===== src/hw/rtl/adr_ram.sv =====
// Generic single-write, single-read RAM with registered read data.
module adr_ram #(
    parameter int WIDTH = 8,
    parameter int DEPTH = 512
) (
    input  logic                                    clk,
    input  logic                                    wr_en,
    input  logic [(DEPTH > 1 ? $clog2(DEPTH) : 1)-1:0] wr_addr,
    input  logic [WIDTH-1:0]                        wr_data,
    input  logic                                    rd_en,
    input  logic [(DEPTH > 1 ? $clog2(DEPTH) : 1)-1:0] rd_addr,
    output logic [WIDTH-1:0]                        rd_data
);

    logic [WIDTH-1:0] mem [DEPTH];
    logic [WIDTH-1:0] rd_data_reg;

    // Write port
    always_ff @(posedge clk)
    begin
        if (wr_en)
        begin
            mem[wr_addr] <= wr_data;
        end
    end

    // Registered read port
    always_ff @(posedge clk)
    begin
        if (rd_en)
        begin
            rd_data_reg <= mem[rd_addr];
        end
    end

    assign rd_data = rd_data_reg;

endmodule


===== config.mk =====
export PLATFORM = sky130hd
export DESIGN_NAME = adr_ram
export DESIGN_NICKNAME = d
export VERILOG_FILES = /design/src/hw/rtl/adr_ram.sv
export SDC_FILE = /design/constraint.sdc
export NUM_CORES = 2
export LEC_CHECK = 0
export ABC_AREA = 0
export BUFFER_PORTS_ARGS = -buffer_cell sky130_fd_sc_hd__buf_2
export CAP_MARGIN = 15
export CORE_ASPECT_RATIO = 0.8
export CORE_UTILIZATION = 35
export DETAILED_ROUTE_END_ITERATION = 12
export GPL_ROUTABILITY_DRIVEN = 0
export PLACE_DENSITY = 0.61
export SLEW_MARGIN = 40
export SYNTH_ARGS = -nofsm -noshare
export SYNTH_HDL_FRONTEND = slang
export SYNTH_SLANG_ARGS = --single-unit

===== constraint.sdc =====
create_clock -name clk -period 3.08 [get_ports clk]
set_input_delay 0.924 -clock clk [delete_from_list [all_inputs] [get_ports clk]]
set_output_delay 0.924 -clock clk [all_outputs]
set_load 0.01 [all_outputs]

==> reports/summary.json <==
{
  "share_seq_of_total_power": 0.530,
  "switching_power_share_of_the_total": 0.218,
  "total_iterations_of_the_first_detailed_routing_run": 6,
  "area_growth_pct": 20.1,
  "largest_register_ffs": 4096,
  "worst_ir_drop_vdd_uv": 435,
  "cts_hold_buffers": 0,
  "synth_cell_types": 50,
  "power_per_cell_area_nw_per_um2": 604,
  "finish.net_count": 9559,
  "tritoncts": "done",
  "finalSetupViolations": 4,
  "p_leak_nw": 63.5,
  "mappedNetlistNets": 8059,
  "hp-start": "wr_data[5]",
  "seq_cells_post_synth": 4104,
  "synth-main-ff-cell": "edfxtp_1",
  "route.detailed.vias_per_inst": 5.49,
  "crit_type": "primary input to register",
  "grt_first_pass_wirelength_um": 636000,
  "core_um2": 454000,
  "yosysMostFrequentCell": "edfxtp_1",
  "slew-limit-headroom": 0.406,
  "route.final.wire_length_um": 448000,
  "start_util": 0.352,
  "grt_use_total": 0.190,
  "synth_top_cells_by_count": "edfxtp_1 (4104), mux2i_1 (797), mux4_2 (654)",
  "ys_async_sr_fraction": 0,
  "wl_per_cell_um": 28.2,
  "overall_power_mw": 116,
  "dpl_ws_ns": -1.40,
  "cts_root_buf": "clkbuf_16",
  "ys_seq_area_frac": 0.770,
  "clock_latency_ns": 1.01,
  "synthDominantAreaCellType": "edfxtp_1",
  "yosysWarnings": 0,
  "fin_worst_skew_ns": 0.0819,
  "clk_pin_slew_worst_paths_ns": 0.07,
  "synth.top_cell.area_share": 0.770,
  "synthAdderAreaFrac": 0,
  "detailroute.via_count": 87200,
  "timing.critical_path.fanout_max": 30,
  "die_span_in_y_um": 607,
  "hold_end": "mem[62][5]",
  "place.detailed.hpwl_um": 296000,
  "worst_slack_ns": -0.0827,
  "reg2reg_slack_ns": 0.27,
  "p_switching_mw": 25.3,
  "die-width_um": 758,
  "post_synth_and_or_nand_nor_area_fraction": 0.0263,
  "violated_checks": "setup timing",
  "initial_antenna_violation_count": 29,
  "critPathLaunchType": "primary input",
  "total_grt_overflow": 0,
  "clockPowerShare": 0.412,
  "worst_r2r_endpoint": "rd_data[0]",
  "drt_first_iter_violations": 11200,
  "power.share.combinational": 0.058,
  "drv.max_cap_violation_count": 0,
  "first_global_vias": 86600,
  "cts.path.max_buffers": 4,
  "synth.area.top_cells": "edfxtp_1 (77%), mux4_2 (9.2%), mux2i_1 (5.0%)",
  "post_synth_inst_count": 8030,
  "min_period_ns": 3.16,
  "number_of_flops_mapped_to_enable_cells_by_yosys": 4104,
  "ant_nets": 0,
  "p_int_mw": 90.7,
  "h-tree-depth": 5,
  "drc_errors": 0,
  "worst_slew_pin_slew_ns": 0.880,
  "drive_above_1_share": 0.294,
  "whs_path_depth": 1,
  "ios": 37,
  "setup_repair_after_global_routing_missed_its_margin": "no",
  "synth.cell_area_um2": 160000,
  "finish.utilization": 0.423,
  "worst-endpoint-required_ns": 3.96,
  "final-max-slew-violation-count": 0,
  "hold_class": "primary input to register",
  "die_area_um2": 460000,
  "placement_rows": 221,
  "synth_xor_xnor_area_share": 0,
  "synthesis.area_per_instance_um2": 19.9,
  "cts.sink_count": 4104,
  "finalCritPeriodShare": 1.03,
  "maxClockFrequency_mhz": 316,
  "cts_made_buffers": 392,
  "synthMuxAreaShare": 0.142,
  "outcome": "finished, violations left",
  "synth_top_family_by_area": "multiplexers",
  "worst_hold_slack_ns": 0.267,
  "r2r-start": "mem[322][0]",
  "number_of_buffers_inserted_by_port_buffering": 36,
  "pin_count_of_the_biggest_net_entering_global_routing": 125,
  "post-cts-setup-buffer-count": 0,
  "critPathCaptureType": "register",
  "synth-compound-area-share": 0.0431,
  "finalHoldViolCount": 0,
  "rr_worst_depth": 8,
  "critPathArrivalTime_ns": 4.04
}
==> cells in the final DEF (no fill, tap or decap), drive strengths merged, types with 18 or more instances in the layout <==
master    netlist  layout
nor3          109     109
mux2i         797     797
a21oi         194     194
buf           248    1619
o22ai         163     163
clkbuf        265     464
nor2          597     597
nand2         111     111
inv             3      18
edfxtp       4104    4104
o21ai         119     119
clkinvlp        0      20
a22oi          61      61
clkinv          0     177
o221ai        372     372
mux4          654     654
nand4          32      32
and2           20      20
nand3          36      36
nor4           36      36
bufinv          0      37
==> power by group through the flow <==
stage                     Clock [mW]  Combinational (mW)  Sequential (mW)
after global routing            50.4                6.99             61.5
final                           47.8                6.71             61.5
after CTS                       48.4                6.66             61.5
after detailed placement           0                6.64             62.7
after global placement             0                6.53             62.7
after floorplan                    0                2.93             62.7
==> per-stage QoR <==
step,TNS (ns),area (µm²),cells
2_1_floorplan,0,160000,8030
3_3_place_gp,-9.39,179000,15200
3_5_place_dp,-9.13,179000,15200
4_1_cts,0,192000,15900
5_1_grt,0,192000,15900
6_report,-0.217,192000,15900
==> layer usage <==
metal	track usage	share of wire
met1	0.281	0.42
met2	0.283	0.44
met3	0.0454	0.11
met4	0.0480	0.026
met5	0	0.000083
==> cell type report <==
| cell class | instances | area [µm²] |
|---|---|---|
| Antenna cell | 7 | 17.5 |
| Fill cell | 39100 | 262000 |
| Clock inverter | 249 | 2400 |
| Clock buffer | 464 | 10100 |
| Timing Repair Buffer | 1619 | 14700 |
| Multi-Input combinational cell | 3410 | 34200 |
| Tap cell | 6021 | 7530 |
| Inverter | 3 | 18.8 |
| Sequential cell | 4104 | 123000 |
==> worst max-delay path: stages <==
cell and delay [ns]:
buf_8 0.13, or2_4 0.29, buf_12 0.17, buf_4 0.26
o221ai_1 0.39, a21oi_1 0.19, nor4_1 0.34, buf_4 0.19
nand4_1 0.10, buf_4 0.19, nor4_1 0.45, buf_4 0.19
o2111a_1 0.19
==> worst max-delay path by stage <==
stage	from	to	slack, ns	cells past startpoint
floorplan	rd_addr[0]	rd_data[0]	0.04	10
finish	rd_addr[1]	rd_data[0]	-0.08	13
CTS	rd_addr[1]	rd_data[2]	0.01	14
global route	rd_addr[1]	rd_data[0]	0.007	13
detailed placement	rd_addr[0]	rd_data[2]	-1.40	14
global placement	rd_addr[0]	rd_data[4]	-1.36	13
==> repair_timing <==
action | CTS | global route
gates resized for setup | 17 | 25
pin swaps | 1 | 4
endpoints found under the hold margin | 0 | 0
setup endpoints to repair | 6 | 7
==> cells by family (layout without fill, tap and decap cells) <==
kind of cell | count (synthesis) | count (layout)
DFF | 4104 | 4104
and+or+nand+nor | 980 | 980
muxes | 1451 | 1451
buffers and inverters | 516 | 2335
other | 0 | 7
AOI/OAI and AO/OA | 979 | 979
(Power assumes the default switching activity.)
